### src/joystick_calibrated_axis_mapper_core_macros.svh
// ----------------------------------------------------------------------------
// Assertion macros for the calibrated axis mapper
// Shorthand for clocked checks on clock and reset of the including module.
// ----------------------------------------------------------------------------
`ifndef JOYSTICK_CALIBRATED_AXIS_MAPPER_CORE_MACROS_SVH
`define JOYSTICK_CALIBRATED_AXIS_MAPPER_CORE_MACROS_SVH

// consequent holds in the same cycle as the antecedent
`define JCAM_ASSERT_SAME(label, ante, cons, msg) \
   label: assert property (@(posedge clock) disable iff (reset) (ante) |-> (cons)) \
      else $error(msg);

// consequent holds in the cycle after the antecedent
`define JCAM_ASSERT_NEXT(label, ante, cons, msg) \
   label: assert property (@(posedge clock) disable iff (reset) (ante) |=> (cons)) \
      else $error(msg);

`endif

### src/jcam_pkg.sv
// ----------------------------------------------------------------------------
// jcam_pkg
// Shared types, codes and reset calibration values for the axis mapper.
// ----------------------------------------------------------------------------
package jcam_pkg;

   localparam int unsigned SAMPLE_BITS_DEFAULT = 12;
   localparam int unsigned AXES                = 4;
   localparam int unsigned AXIS_BITS           = 2;
   localparam int unsigned RIGHT_FIRST         = 2;  // axes from here on are inverted
   localparam int unsigned MODE_BITS           = 2;
   localparam int unsigned CSR_INDEX_BITS      = 2;

   // register indexes
   localparam logic [CSR_INDEX_BITS-1:0] REG_RUN_MODE = 2'd0;
   localparam logic [CSR_INDEX_BITS-1:0] REG_CAL_STEP = 2'd1;

   // run modes
   localparam logic [MODE_BITS-1:0] MODE_MAP = 2'd0;
   localparam logic [MODE_BITS-1:0] MODE_CAL = 2'd1;

   // calibration steps
   localparam logic [MODE_BITS-1:0] STEP_CENTRE = 2'd0;
   localparam logic [MODE_BITS-1:0] STEP_TRACK  = 2'd1;

   typedef int unsigned cal_table_type [AXES];

   localparam cal_table_type LOW_RESET    = '{630, 350, 100, 680};
   localparam cal_table_type CENTRE_RESET = '{1960, 1650, 1565, 2070};
   localparam cal_table_type HIGH_RESET   = '{3400, 2960, 3050, 3420};

   typedef enum logic [1:0] {
      ST_IDLE,
      ST_SETUP,
      ST_DIVIDE,
      ST_DELIVER
   } state_type;

   typedef enum logic [1:0] {
      BASE_ZERO,
      BASE_MID,
      BASE_FULL
   } base_type;

   // segment decision for one axis: result = base +/- quotient
   typedef struct packed {
      logic     direct;   // no division, quotient counts as zero
      logic     negate;   // subtract quotient from base
      base_type base;
   } seg_ctl_type;

endpackage

### src/jcam_seg.sv
// ----------------------------------------------------------------------------
// jcam_seg
// Picks the calibration segment of one sample and forms dividend and divisor.
// ----------------------------------------------------------------------------
module jcam_seg #(
   parameter int unsigned SAMPLE_BITS = jcam_pkg::SAMPLE_BITS_DEFAULT
) (
   input  logic [SAMPLE_BITS-1:0]   sample,
   input  logic [SAMPLE_BITS-1:0]   cal_lo,
   input  logic [SAMPLE_BITS-1:0]   cal_mid,
   input  logic [SAMPLE_BITS-1:0]   cal_hi,
   input  logic                     invert,
   output jcam_pkg::seg_ctl_type    ctl,
   output logic [2*SAMPLE_BITS-1:0] dividend,
   output logic [SAMPLE_BITS-1:0]   divisor
);

   logic [SAMPLE_BITS-1:0]   delta;
   logic [SAMPLE_BITS-1:0]   run;
   logic                     lower;
   logic                     span_mid;
   logic [2*SAMPLE_BITS-1:0] delta_wide;

   assign lower    = (sample <= cal_mid);
   // span is the mid code when rising below centre or falling above it
   assign span_mid = lower ^ invert;

   always_comb begin
      delta      = '0;
      run        = '1;
      ctl.direct = 1'b0;
      ctl.negate = invert;
      ctl.base   = jcam_pkg::BASE_ZERO;
      priority if (sample <= cal_lo) begin
         ctl.direct = 1'b1;
         ctl.negate = 1'b0;
         ctl.base   = invert ? jcam_pkg::BASE_FULL : jcam_pkg::BASE_ZERO;
      end else if (sample >= cal_hi) begin
         ctl.direct = 1'b1;
         ctl.negate = 1'b0;
         ctl.base   = invert ? jcam_pkg::BASE_ZERO : jcam_pkg::BASE_FULL;
      end else if (lower) begin
         delta    = sample - cal_lo;
         run      = cal_mid - cal_lo;
         ctl.base = invert ? jcam_pkg::BASE_FULL : jcam_pkg::BASE_ZERO;
      end else begin
         delta    = sample - cal_mid;
         run      = cal_hi - cal_mid;
         ctl.base = jcam_pkg::BASE_MID;
      end
   end

   // delta times span, span being 2^(n-1) or 2^(n-1)-1
   assign delta_wide = {{SAMPLE_BITS{1'b0}}, delta};
   assign dividend   = (delta_wide << (SAMPLE_BITS - 1)) - (span_mid ? '0 : delta_wide);
   assign divisor    = run;

endmodule

### src/jcam_div.sv
// ----------------------------------------------------------------------------
// jcam_div
// Bit-serial restoring divider, one quotient bit per cycle.
// ----------------------------------------------------------------------------
module jcam_div #(
   parameter int unsigned SAMPLE_BITS = jcam_pkg::SAMPLE_BITS_DEFAULT
) (
   input  logic                     clock,
   input  logic                     reset,
   input  logic                     start,
   input  logic [2*SAMPLE_BITS-1:0] dividend,
   input  logic [SAMPLE_BITS-1:0]   divisor,
   output logic                     done,
   output logic [SAMPLE_BITS-1:0]   quotient
);

   localparam int unsigned CNT_BITS = $clog2(SAMPLE_BITS + 1);

   logic                   busy_ff, busy_in;
   logic                   done_ff, done_in;
   logic [CNT_BITS-1:0]    cnt_ff, cnt_in;
   logic [SAMPLE_BITS-1:0] rem_ff, rem_in;
   logic [SAMPLE_BITS-1:0] shf_ff, shf_in;
   logic [SAMPLE_BITS-1:0] dvs_ff, dvs_in;

   logic [SAMPLE_BITS:0]   partial;
   logic [SAMPLE_BITS:0]   diff;
   logic                   fits;

   assign partial = {rem_ff, shf_ff[SAMPLE_BITS-1]};
   assign fits    = (partial >= {1'b0, dvs_ff});
   assign diff    = partial - {1'b0, dvs_ff};

   always_comb begin
      busy_in = busy_ff;
      done_in = 1'b0;
      cnt_in  = cnt_ff;
      rem_in  = rem_ff;
      shf_in  = shf_ff;
      dvs_in  = dvs_ff;
      if (start) begin
         // upper half is already below the divisor
         busy_in = 1'b1;
         cnt_in  = '0;
         rem_in  = dividend[2*SAMPLE_BITS-1:SAMPLE_BITS];
         shf_in  = dividend[SAMPLE_BITS-1:0];
         dvs_in  = divisor;
      end else if (busy_ff) begin
         rem_in = fits ? diff[SAMPLE_BITS-1:0] : partial[SAMPLE_BITS-1:0];
         shf_in = {shf_ff[SAMPLE_BITS-2:0], fits};
         cnt_in = cnt_ff + CNT_BITS'(1);
         if (cnt_ff == CNT_BITS'(SAMPLE_BITS - 1)) begin
            busy_in = 1'b0;
            done_in = 1'b1;
         end
      end
   end

   always_ff @(posedge clock) begin
      if (reset) begin
         busy_ff <= 1'b0;
         done_ff <= 1'b0;
         cnt_ff  <= '0;
      end else begin
         busy_ff <= busy_in;
         done_ff <= done_in;
         cnt_ff  <= cnt_in;
      end
   end

   always_ff @(posedge clock) begin
      rem_ff <= rem_in;
      shf_ff <= shf_in;
      dvs_ff <= dvs_in;
   end

   assign done     = done_ff;
   assign quotient = shf_ff;

endmodule

### src/joystick_calibrated_axis_mapper_core.sv
// ----------------------------------------------------------------------------
// joystick_calibrated_axis_mapper_core
// Three-point calibration of two sticks, with a calibrate pass-through mode.
// ----------------------------------------------------------------------------
// Input channel req_: four raw samples, taken when req_valid is high and
// req_stall is low. Result channel rsp_: four axis values and is_raw, taken
// when rsp_valid is high and rsp_stall is low. Register port csr_: index 0
// run_mode, index 1 cal_step; csr_ready is always high.
// Map mode: the four axes share one serial divider, one quotient bit per
// cycle. An axis that falls in a linear segment passes through the setup
// and divide states; an axis clamped at an end is settled in setup with no
// division. Calibrate mode: the result passes through the deliver state into
// the output register, and the calibration registers update at the transfer.
// Idle mode: no result.
// One item is worked on at a time; req_stall is high while it is in flight.
// A finished result sits in the output register while the next item is
// taken; a stalled receiver holds the block only once a second result is done.
// Reset loads the factory calibration, clears the trackers and both
// registers, and empties the output register.
// ----------------------------------------------------------------------------
`include "joystick_calibrated_axis_mapper_core_macros.svh"

module joystick_calibrated_axis_mapper_core #(
   parameter int unsigned SAMPLE_BITS = jcam_pkg::SAMPLE_BITS_DEFAULT
) (
   input  logic                                clock,
   input  logic                                reset,
   input  logic                                req_valid,
   output logic                                req_stall,
   input  logic [SAMPLE_BITS-1:0]              req_raw_left_x,
   input  logic [SAMPLE_BITS-1:0]              req_raw_left_y,
   input  logic [SAMPLE_BITS-1:0]              req_raw_right_x,
   input  logic [SAMPLE_BITS-1:0]              req_raw_right_y,
   output logic                                rsp_valid,
   input  logic                                rsp_stall,
   output logic [SAMPLE_BITS-1:0]              rsp_axis_left_x,
   output logic [SAMPLE_BITS-1:0]              rsp_axis_left_y,
   output logic [SAMPLE_BITS-1:0]              rsp_axis_right_x,
   output logic [SAMPLE_BITS-1:0]              rsp_axis_right_y,
   output logic                                rsp_is_raw,
   input  logic                                csr_valid,
   output logic                                csr_ready,
   input  logic [jcam_pkg::CSR_INDEX_BITS-1:0] csr_index,
   input  logic [jcam_pkg::MODE_BITS-1:0]      csr_wdata
);

   localparam int unsigned AXES      = jcam_pkg::AXES;
   localparam int unsigned AXIS_BITS = jcam_pkg::AXIS_BITS;

   typedef logic [SAMPLE_BITS-1:0] sample_type;

   jcam_pkg::state_type              state_ff, state_in;
   logic [jcam_pkg::MODE_BITS-1:0]   run_mode_ff, run_mode_in;
   logic [jcam_pkg::MODE_BITS-1:0]   cal_step_ff, cal_step_in;
   logic [AXIS_BITS-1:0]             axis_ff, axis_in;
   sample_type                       lane_ff [AXES];
   sample_type                       lane_in [AXES];
   logic                             is_raw_ff, is_raw_in;
   jcam_pkg::seg_ctl_type            ctl_ff, ctl_in;
   sample_type                       cal_low_ff [AXES];
   sample_type                       cal_low_in [AXES];
   sample_type                       cal_centre_ff [AXES];
   sample_type                       cal_centre_in [AXES];
   sample_type                       cal_high_ff [AXES];
   sample_type                       cal_high_in [AXES];
   sample_type                       track_low_ff [AXES];
   sample_type                       track_low_in [AXES];
   sample_type                       track_high_ff [AXES];
   sample_type                       track_high_in [AXES];
   logic                             rsp_valid_ff, rsp_valid_in;
   sample_type                       rsp_lane_ff [AXES];
   sample_type                       rsp_lane_in [AXES];
   logic                             rsp_is_raw_ff, rsp_is_raw_in;

   sample_type                       req_sample [AXES];
   logic                             req_accept;
   logic                             csr_write;
   logic                             rsp_free;
   logic                             last_axis;
   logic                             lane_shift;
   logic                             div_start;
   logic                             div_done;
   logic                             load_out;
   logic                             invert;
   jcam_pkg::seg_ctl_type            seg_ctl;
   jcam_pkg::seg_ctl_type            cur_ctl;
   logic [2*SAMPLE_BITS-1:0]         seg_dividend;
   sample_type                       seg_divisor;
   sample_type                       quotient;
   sample_type                       step_q;
   sample_type                       base_val;
   sample_type                       axis_val;

   assign req_sample[0] = req_raw_left_x;
   assign req_sample[1] = req_raw_left_y;
   assign req_sample[2] = req_raw_right_x;
   assign req_sample[3] = req_raw_right_y;

   assign req_stall  = (state_ff != jcam_pkg::ST_IDLE);
   assign req_accept = req_valid && !req_stall;
   assign csr_ready  = 1'b1;
   assign csr_write  = csr_valid && csr_ready;
   assign rsp_free   = !rsp_valid_ff || !rsp_stall;
   assign last_axis  = (axis_ff == AXIS_BITS'(AXES - 1));
   assign invert     = (axis_ff >= AXIS_BITS'(jcam_pkg::RIGHT_FIRST));

   jcam_seg #(
      .SAMPLE_BITS (SAMPLE_BITS)
   ) u_seg (
      .sample   (lane_ff[0]),
      .cal_lo   (cal_low_ff[axis_ff]),
      .cal_mid  (cal_centre_ff[axis_ff]),
      .cal_hi   (cal_high_ff[axis_ff]),
      .invert   (invert),
      .ctl      (seg_ctl),
      .dividend (seg_dividend),
      .divisor  (seg_divisor)
   );

   jcam_div #(
      .SAMPLE_BITS (SAMPLE_BITS)
   ) u_div (
      .clock    (clock),
      .reset    (reset),
      .start    (div_start),
      .dividend (seg_dividend),
      .divisor  (seg_divisor),
      .done     (div_done),
      .quotient (quotient)
   );

   // next state
   always_comb begin
      state_in = state_ff;
      unique case (state_ff)
         jcam_pkg::ST_IDLE: begin
            if (req_accept) begin
               if (run_mode_ff == jcam_pkg::MODE_MAP) begin
                  state_in = jcam_pkg::ST_SETUP;
               end else if (run_mode_ff == jcam_pkg::MODE_CAL) begin
                  state_in = jcam_pkg::ST_DELIVER;
               end
            end
         end
         jcam_pkg::ST_SETUP: begin
            if (!seg_ctl.direct) begin
               state_in = jcam_pkg::ST_DIVIDE;
            end else if (last_axis) begin
               state_in = jcam_pkg::ST_DELIVER;
            end
         end
         jcam_pkg::ST_DIVIDE: begin
            if (div_done) begin
               state_in = last_axis ? jcam_pkg::ST_DELIVER : jcam_pkg::ST_SETUP;
            end
         end
         jcam_pkg::ST_DELIVER: begin
            if (rsp_free) begin
               state_in = jcam_pkg::ST_IDLE;
            end
         end
         default: state_in = jcam_pkg::ST_IDLE;
      endcase
   end

   // state outputs
   always_comb begin
      lane_shift = 1'b0;
      div_start  = 1'b0;
      load_out   = 1'b0;
      unique case (state_ff)
         jcam_pkg::ST_IDLE: begin
         end
         jcam_pkg::ST_SETUP: begin
            lane_shift = seg_ctl.direct;
            div_start  = !seg_ctl.direct;
         end
         jcam_pkg::ST_DIVIDE: begin
            lane_shift = div_done;
         end
         jcam_pkg::ST_DELIVER: begin
            load_out = rsp_free;
         end
         default: begin
         end
      endcase
   end

   // axis value = base +/- quotient
   assign cur_ctl = (state_ff == jcam_pkg::ST_DIVIDE) ? ctl_ff : seg_ctl;
   assign step_q  = (state_ff == jcam_pkg::ST_DIVIDE) ? quotient : '0;

   always_comb begin
      unique case (cur_ctl.base)
         jcam_pkg::BASE_ZERO: base_val = '0;
         jcam_pkg::BASE_MID:  base_val = {1'b1, {(SAMPLE_BITS - 1){1'b0}}};
         jcam_pkg::BASE_FULL: base_val = '1;
         default:             base_val = '0;
      endcase
   end

   assign axis_val = cur_ctl.negate ? (base_val - step_q) : (base_val + step_q);

   // working lanes: samples shift out at the bottom, results shift in at the top
   always_comb begin
      lane_in   = lane_ff;
      axis_in   = axis_ff;
      is_raw_in = is_raw_ff;
      ctl_in    = ctl_ff;
      if (req_accept) begin
         lane_in   = req_sample;
         axis_in   = '0;
         is_raw_in = (run_mode_ff == jcam_pkg::MODE_CAL);
      end else if (lane_shift) begin
         for (int i = 0; i < AXES - 1; i++) begin
            lane_in[i] = lane_ff[i+1];
         end
         lane_in[AXES-1] = axis_val;
         axis_in         = axis_ff + AXIS_BITS'(1);
      end
      if (div_start) begin
         ctl_in = seg_ctl;
      end
   end

   // calibration capture
   always_comb begin
      cal_low_in    = cal_low_ff;
      cal_centre_in = cal_centre_ff;
      cal_high_in   = cal_high_ff;
      track_low_in  = track_low_ff;
      track_high_in = track_high_ff;
      if (req_accept && run_mode_ff == jcam_pkg::MODE_CAL) begin
         for (int i = 0; i < AXES; i++) begin
            if (cal_step_ff == jcam_pkg::STEP_CENTRE) begin
               cal_centre_in[i] = req_sample[i];
               track_low_in[i]  = req_sample[i];
               track_high_in[i] = req_sample[i];
            end else if (cal_step_ff == jcam_pkg::STEP_TRACK) begin
               track_high_in[i] = (req_sample[i] > track_high_ff[i]) ?
                                  req_sample[i] : track_high_ff[i];
               track_low_in[i]  = (req_sample[i] < track_low_ff[i]) ?
                                  req_sample[i] : track_low_ff[i];
               cal_high_in[i]   = track_high_in[i];
               cal_low_in[i]    = track_low_in[i];
            end
         end
      end
   end

   // register writes
   always_comb begin
      run_mode_in = run_mode_ff;
      cal_step_in = cal_step_ff;
      if (csr_write) begin
         unique case (csr_index)
            jcam_pkg::REG_RUN_MODE: run_mode_in = csr_wdata;
            jcam_pkg::REG_CAL_STEP: cal_step_in = csr_wdata;
            default: begin
            end
         endcase
      end
   end

   // output register: load on a free slot, drop valid after the transfer
   always_comb begin
      rsp_valid_in  = rsp_valid_ff && rsp_stall;
      rsp_lane_in   = rsp_lane_ff;
      rsp_is_raw_in = rsp_is_raw_ff;
      if (load_out) begin
         rsp_valid_in  = 1'b1;
         rsp_lane_in   = lane_ff;
         rsp_is_raw_in = is_raw_ff;
      end
   end

   always_ff @(posedge clock) begin
      if (reset) begin
         state_ff     <= jcam_pkg::ST_IDLE;
         run_mode_ff  <= '0;
         cal_step_ff  <= '0;
         axis_ff      <= '0;
         rsp_valid_ff <= 1'b0;
         for (int i = 0; i < AXES; i++) begin
            cal_low_ff[i]    <= SAMPLE_BITS'(jcam_pkg::LOW_RESET[i]);
            cal_centre_ff[i] <= SAMPLE_BITS'(jcam_pkg::CENTRE_RESET[i]);
            cal_high_ff[i]   <= SAMPLE_BITS'(jcam_pkg::HIGH_RESET[i]);
            track_low_ff[i]  <= '0;
            track_high_ff[i] <= '0;
         end
      end else begin
         state_ff      <= state_in;
         run_mode_ff   <= run_mode_in;
         cal_step_ff   <= cal_step_in;
         axis_ff       <= axis_in;
         rsp_valid_ff  <= rsp_valid_in;
         cal_low_ff    <= cal_low_in;
         cal_centre_ff <= cal_centre_in;
         cal_high_ff   <= cal_high_in;
         track_low_ff  <= track_low_in;
         track_high_ff <= track_high_in;
      end
   end

   always_ff @(posedge clock) begin
      lane_ff       <= lane_in;
      is_raw_ff     <= is_raw_in;
      ctl_ff        <= ctl_in;
      rsp_lane_ff   <= rsp_lane_in;
      rsp_is_raw_ff <= rsp_is_raw_in;
   end

   assign rsp_valid        = rsp_valid_ff;
   assign rsp_axis_left_x  = rsp_lane_ff[0];
   assign rsp_axis_left_y  = rsp_lane_ff[1];
   assign rsp_axis_right_x = rsp_lane_ff[2];
   assign rsp_axis_right_y = rsp_lane_ff[3];
   assign rsp_is_raw       = rsp_is_raw_ff;

   `JCAM_ASSERT_NEXT(a_map_starts_at_first_axis,
      req_valid && !req_stall && run_mode_ff == jcam_pkg::MODE_MAP,
      state_ff == jcam_pkg::ST_SETUP && axis_ff == '0,
      "map transfer did not start at the first axis")
   `JCAM_ASSERT_SAME(a_div_done_in_divide,
      div_done,
      state_ff == jcam_pkg::ST_DIVIDE,
      "divider finished outside the divide state")
   `JCAM_ASSERT_NEXT(a_deliver_waits_for_slot,
      state_ff == jcam_pkg::ST_DELIVER && rsp_valid_ff && rsp_stall,
      state_ff == jcam_pkg::ST_DELIVER && rsp_valid_ff,
      "result left deliver while output register was blocked")

endmodule
### config.mk
export PLATFORM = sky130hd
export DESIGN_NAME = joystick_calibrated_axis_mapper_core
export DESIGN_NICKNAME = d
export VERILOG_FILES = /design/src/jcam_pkg.sv /design/src/jcam_seg.sv /design/src/jcam_div.sv /design/src/joystick_calibrated_axis_mapper_core.sv
export VERILOG_INCLUDE_DIRS = /design/src /design/src/src
export SDC_FILE = /design/constraint.sdc
export NUM_CORES = 1
export LEC_CHECK = 0
export BUFFER_PORTS_ARGS = -buffer_cell sky130_fd_sc_hd__buf_2
export CORE_AREA = 2 2 221 223
export DETAILED_ROUTE_END_ITERATION = 8
export DIE_AREA = 0 0 223 225
export GPL_TIMING_DRIVEN = 0
export PLACE_DENSITY = 0.67
export SLEW_MARGIN = 20
export SYNTH_ARGS = -nofsm -noshare
export SYNTH_HDL_FRONTEND = slang
export SYNTH_SLANG_ARGS = --single-unit
### constraint.sdc
create_clock -name clock -period 12.8 [get_ports clock]
set_input_delay 1.28 -clock clock [delete_from_list [all_inputs] [get_ports clock]]
set_output_delay 1.28 -clock clock [all_outputs]
set_load 0.005 [all_outputs]
Yosys cells after proc, flatten, opt, wreduce, memory -nomap -nowiden
Cells that the tools add are included.
{"block": "word_totals", "in_bits": 57, "out_inout_bits": 52, "wordCells": 184, "reg_bits": 392}
{"block": "classes", "reduce_logical": 26, "muxes": 72, "n_bitwise": 4, "n_eq_ne": 15, "magnitude_cmp": 14, "addsub": 10}
{"op": "12-bit two-way mux", "n": 42}
{"op": "48-bit two-way mux", "n": 2}
{"op": "12-bit binary-select mux with 2-bit select", "n": 3}
{"op": "12-bit subtractor", "n": 6}
{"op": "12-bit > comparator", "n": 4}
{"op": "12-bit less-than comparator", "n": 4}
{"op": "2-bit two-way mux", "n": 13}
{"op": "12-bit less-or-equal comparator", "n": 2}
{"op": "12-bit case mux with 2 select lines", "n": 1}
{"op": "23-bit by 24-bit subtractor with 24-bit output", "n": 1}
{"op": "13-bit by 12-bit >= comparator with 1-bit output", "n": 1}
{"op": "12-bit adder", "n": 1}
{"op": "12-bit >= comparator", "n": 1}
{"op": "2-bit by 1-bit equality test with 1-bit output, second input constant", "n": 5}
{"op": "2-bit equality test, second input constant", "n": 4}
{"op": "2-bit logical NOT", "n": 4}
{"op": "2-bit case mux with 4 select lines", "n": 1}
{"op": "2-bit AND reduction", "n": 4}
{"op": "2-bit nonzero test", "n": 4}
{"op": "1-bit two-way mux", "n": 7}
{"op": "3-bit inequality test, second input constant", "n": 2}
{"op": "2-bit OR reduction", "n": 3}
{"op": "5-bit AND reduction", "n": 1}
{"op": "4-bit by 1-bit adder with 4-bit output, second input constant", "n": 1}
{"op": "17 further kinds", "n": 24}

Longest topological paths before layout
{"block": "depth", "ltp_word": 15, "depth_mapped": 33, "depth_no_buf": 26}

By module
From an unflattened synthesis, not the netlist that was laid out.
{"block": "unflattened", "hier_cells": 2867, "area_unflattened_um2": 25451.9}
{"mod": "joystick_calibrated_axis_mapper_core", "cells_each": 2089, "n_inst": 1, "area_per_inst_um2": 19168.4}
{"mod": "jcam_seg", "cells_each": 565, "n_inst": 1, "area_per_inst_um2": 3907.5}
{"mod": "jcam_div", "cells_each": 213, "n_inst": 1, "area_per_inst_um2": 2376.0}

Worst setup path after synthesis
Ideal clock, no wire load.
{"block": "synth_path", "kind": "register to register", "from": "register axis_ff[0]", "to": "register lane_ff[7] in the netlist's numbering (data pin)", "setup_ns": 0.270, "stages_incl_launch_ff": 31, "t_required_ns": 12.530, "t_arrival_ns": 6.422, "path_slack_ns": 6.107, "path_cell_list": "dfxtp_1 clkbuf_1 buf_1 mux4_2 inv_1 ha_1 buf_6 a211oi_1 o21bai_1 o211a_1 or2_1 buf_6 inv_2 buf_2 clkbuf_1 clkbuf_1 ha_1 mux2_2 nor2_1 a21oi_1 nand2_1 nand2_1 ha_1 clkbuf_1 nand2_1 or4_1 a31oi_2 nor3b_1 a2111oi_2 xor2_1 a21oi_1"}
{"element": "start: declaration", "line": "joystick_calibrated_axis_mapper_core.sv:55", "rtl": "logic [AXIS_BITS-1:0] axis_ff, axis_in;"}
{"element": "start signal: assignment", "line": "joystick_calibrated_axis_mapper_core.sv:295", "rtl": "axis_ff <= axis_in;"}
{"element": "end signal: assignment", "line": "joystick_calibrated_axis_mapper_core.sv:306", "rtl": "lane_ff <= lane_in;"}
{"element": "end: declaration", "line": "joystick_calibrated_axis_mapper_core.sv:56", "rtl": "sample_type lane_ff [AXES];"}

==> flow_metrics.py <==
metrics = {
    "clock_tree": {
        "cts_buffer_depth": 3,
        "clock_sinks": 392,
        "clk-insertion-delay-late_ps": 610,
        "cts_htree_levels": 2,
        "cts-root-buf": "clkbuf_16",
        "cts_setup_buffers": 0,
        "cts_resized": 0,
        "postCtsHoldBufs": 0,
        "clk_pin_slew_worst_paths_ps": 60,
        "cts_tree": "built",
        "cts_buffers": 44,
    },
    "critical_path": {
        "critPathSlowestCell": "clkbuf_1",
        "reg2reg_from": "axis_ff[1]",
        "r2r_end": "lane_ff[7]",
        "cp.required_ps": 13100,
        "critPathKind": "register to register",
        "reg2regPathDepth": 31,
        "cpMostUsedCell": "clkbuf_1",
        "cp-end-kind": "register",
        "worstSetupStartpointType": "register",
        "rrSetupSlack_ps": 4100,
        "worstPathArrival_ps": 9000,
        "max_stage_delay_ps": 610,
        "worstPathMaxFanout": 10,
    },
    "logic_synthesis": {
        "postSynthCellCount": 2622,
        "yosys.area_share.simple_pct": 17.2,
        "yosysSeqAreaShare_pct": 38.9,
        "synth_top_family_by_area": "simple AND/OR/NAND/NOR gates",
        "synth-seq-cells": 392,
        "synth-compound-area-share_pct": 16.0,
        "yosysTopAreaCellShare_pct": 21.5,
        "synth_xor_xnor_area_share_pct": 2.44,
        "yosys.area.top_type": "dfxtp_1",
        "avgSynthCellArea_um2": 9.04,
        "ys_top_cells_by_area": "dfxtp_1 (22%), edfxtp_1 (17%), ha_1 (9.7%)",
        "ys_types": 93,
        "ys_warn_count": 0,
        "async_flop_share_pct": 0,
        "synth_edf_count": 137,
        "synthAdderAreaFrac_pct": 10.1,
        "synth_flop_cell": "dfxtp_1",
        "syn-cell-area_mm2": 0.0237,
        "syn-num-nets": 2868,
        "synthMuxAreaShare_pct": 9.96,
    },
    "drt": {
        "routedWlPerCell_um": 24.2,
        "viasPerCell": 6.18,
        "dr_total_vias": 21200,
        "drc": 0,
        "antenna_left": 0,
        "first_pass_iters": 6,
        "drtIter0Drc": 2013,
        "wl_um": 82900,
    },
    "die": {
        "die-area_mm2": 0.0502,
        "initial_core_util_pct": 49.8,
        "ios": 109,
        "core_area_mm2": 0.0475,
        "die_w_um": 223,
        "die_h_um": 225,
        "num_rows": 80,
    },
    "pwr": {
        "ir_drop_v": 0.000133,
        "p_per_area_mw_per_mm2": 234,
        "p_leak_nw": 10.7,
        "fin_total_pwr_w": 0.00621,
    },
    "timing": {
        "clock_skew_ps": 26.9,
        "period_share_pct": 68.0,
        "fin_ws_ps": 4100,
        "final-hold-violation-count": 0,
        "rsz0062_at_grt": "false",
        "max_freq_mhz": 115,
        "tns_ps": 0,
        "slew_viol_final": 0,
        "period_needed_ps": 8700,
        "relSlewSlack_pct": 32.4,
        "tightest_slew_ps": 1010,
        "finalSetupViolCount": 0,
    },
    "placement": {
        "place_congestion": 0.968,
        "place_hpwl_um": 63100,
        "placedCellCount": 3345,
        "place_ws_ps": 4370,
        "io_buffers": 106,
    },
    "grt": {
        "grt_max_degree": 49,
        "overflow": 0,
        "grt_pass1_vias": 20400,
        "antenna_found_initial": 3,
        "grt_pass1_wl_um": 123000,
        "grt_usage_pct": 32.8,
    },
    "layout": {
        "syn2layout_area_growth_pct": 12.0,
        "nNetsFinal": 3023,
        "final_layout_size_suffix_gt1_share_pct": 9.60,
        "post_layout_nonfiller_instances": 3430,
        "final_common_cell": "nand2_1",
        "layout_common_cells": "nand2_1 (329), dfxtp_1 (255), nor2_1 (238)",
        "fillers": 4247,
        "postLayoutCoreUtil_pct": 55.8,
    },
    "min_path": {
        "hold_depth": 0,
        "hp-start": "is_raw_ff",
        "min_to": "rsp_is_raw",
        "hp-class": "register to register",
    },
    "job": {
        "cap_violations": 0,
    },
    "outcome": {
        "status": "completed",
    },
}
==> cell usage after synthesis, types with 4 or more instances <==
cell type  instances
nand2_1          329
dfxtp_1          255
nor2_1           238
ha_1             184
inv_1            175
mux2i_1          147
edfxtp_1         137
a21oi_1          129
clkbuf_1         125
nor3_1           109
o21ai_0          103
a21o_1            57
a211oi_1          52
nor4_1            43
xnor2_1           39
mux4_2            33
o22ai_1           27
xor2_1            27
nand3b_1          26
a211o_1           25
a22oi_1           25
nand2b_1          24
nand4_1           22
nor2b_1           22
or3_1             20
o21a_1            19
nand3_1           18
a31oi_1           16
o211ai_1          13
mux2_2            11
a311oi_1          10
buf_2             10
o21ai_1            9
o31ai_1            9
a21boi_0           8
a2111oi_0          7
buf_1              7
nor3b_1            7
or2_2              7
and3_1             6
fa_1               5
o311ai_0           5
and2_1             4
o31a_1             4
==> logic make-up (layout without fill, tap and decap cells) <==
group / after synthesis / in the layout
XOR/XNOR: 66 / 66
multiplexers: 192 / 192
AND/OR/NAND/NOR: 892 / 892
AO/OA/AOI/OAI: 566 / 566
adder cells (fa/ha/maj): 189 / 189
flip-flops: 392 / 392
other: 1 / 3
buffers and inverters: 324 / 515
==> registers in the layout (all words and copies together) (netlist names), 2 cells and up <==
signal,count
axis_ff,2
cal_centre_ff,48
cal_high_ff,48
cal_low_ff,48
cal_step_ff,2
ctl_ff,3
lane_ff,48
rsp_axis_left_x,12
rsp_axis_left_y,12
rsp_axis_right_x,12
rsp_axis_right_y,12
run_mode_ff,2
state_ff,2
track_high_ff,48
track_low_ff,48
u_div.cnt_ff,4
u_div.dvs_ff,12
u_div.quotient,12
u_div.rem_ff,12
==> worst max-delay path by stage <==
stage | startpoint | to | slack, ps | cells past startpoint
2_1_floorplan | axis_ff[0] | lane_ff[7] | 6110 | 30
3_3_place_gp | axis_ff[1] | lane_ff[7] | 4490 | 31
3_5_place_dp | axis_ff[0] | lane_ff[7] | 4370 | 30
4_1_cts | axis_ff[0] | lane_ff[7] | 4310 | 30
5_1_grt | axis_ff[1] | lane_ff[7] | 3780 | 31
6_report | axis_ff[1] | lane_ff[7] | 4100 | 31
==> final cells by class <==
type	instances	area [µm²]	area share, %
Multi-Input combinational cell	1906	13300	49.9
Clock buffer	62	1260	4.75
Antenna cell	2	5.00	0.0189
Inverter	179	672	2.53
Buffer	145	578	2.18
Timing Repair Buffer	109	601	2.26
Tap cell	615	769	2.90
Clock inverter	20	191	0.721
Sequential cell	392	9220	34.7
==> stage by stage <==
stage               hold slack [ps]  cell area [µm²]
floorplan                       400            23700
global placement                407            25000
detailed placement              426            25100
CTS                             440            26500
global route                    454            26500
finish                          433            26500
==> metal layers <==
layer | up-vias | wire (µm) | track usage [%]
met5 | - | 13 | 0
met4 | 2 | 5320 | 19.0
met3 | 240 | 6680 | 5.50
met2 | 996 | 37200 | 52.6
met1 | 10200 | 33700 | 42.0
li1 | 9771 | - | -
==> critical path, delay by kind of cell (launching register included) <==
| kind | cells | cell delay [ps] |
|---|---|---|
| DFF | 1 | 350 |
| AOI/OAI and AO/OA | 7 | 1800 |
| adders and majority gates | 3 | 690 |
| xor gates and xnor gates | 1 | 230 |
| muxes | 2 | 610 |
| and+or+nand+nor | 7 | 1080 |
| buffers and inverters | 11 | 3640 |
==> report_power, final <==
group          internal [W]  leakage [nW]  switching [W]
Sequential          0.00161          3.33       0.000166
Combinational       0.00120          6.68        0.00195
Clock              0.000734         0.707       0.000553
Total               0.00353          10.7        0.00267
(Power assumes the default switching activity.)
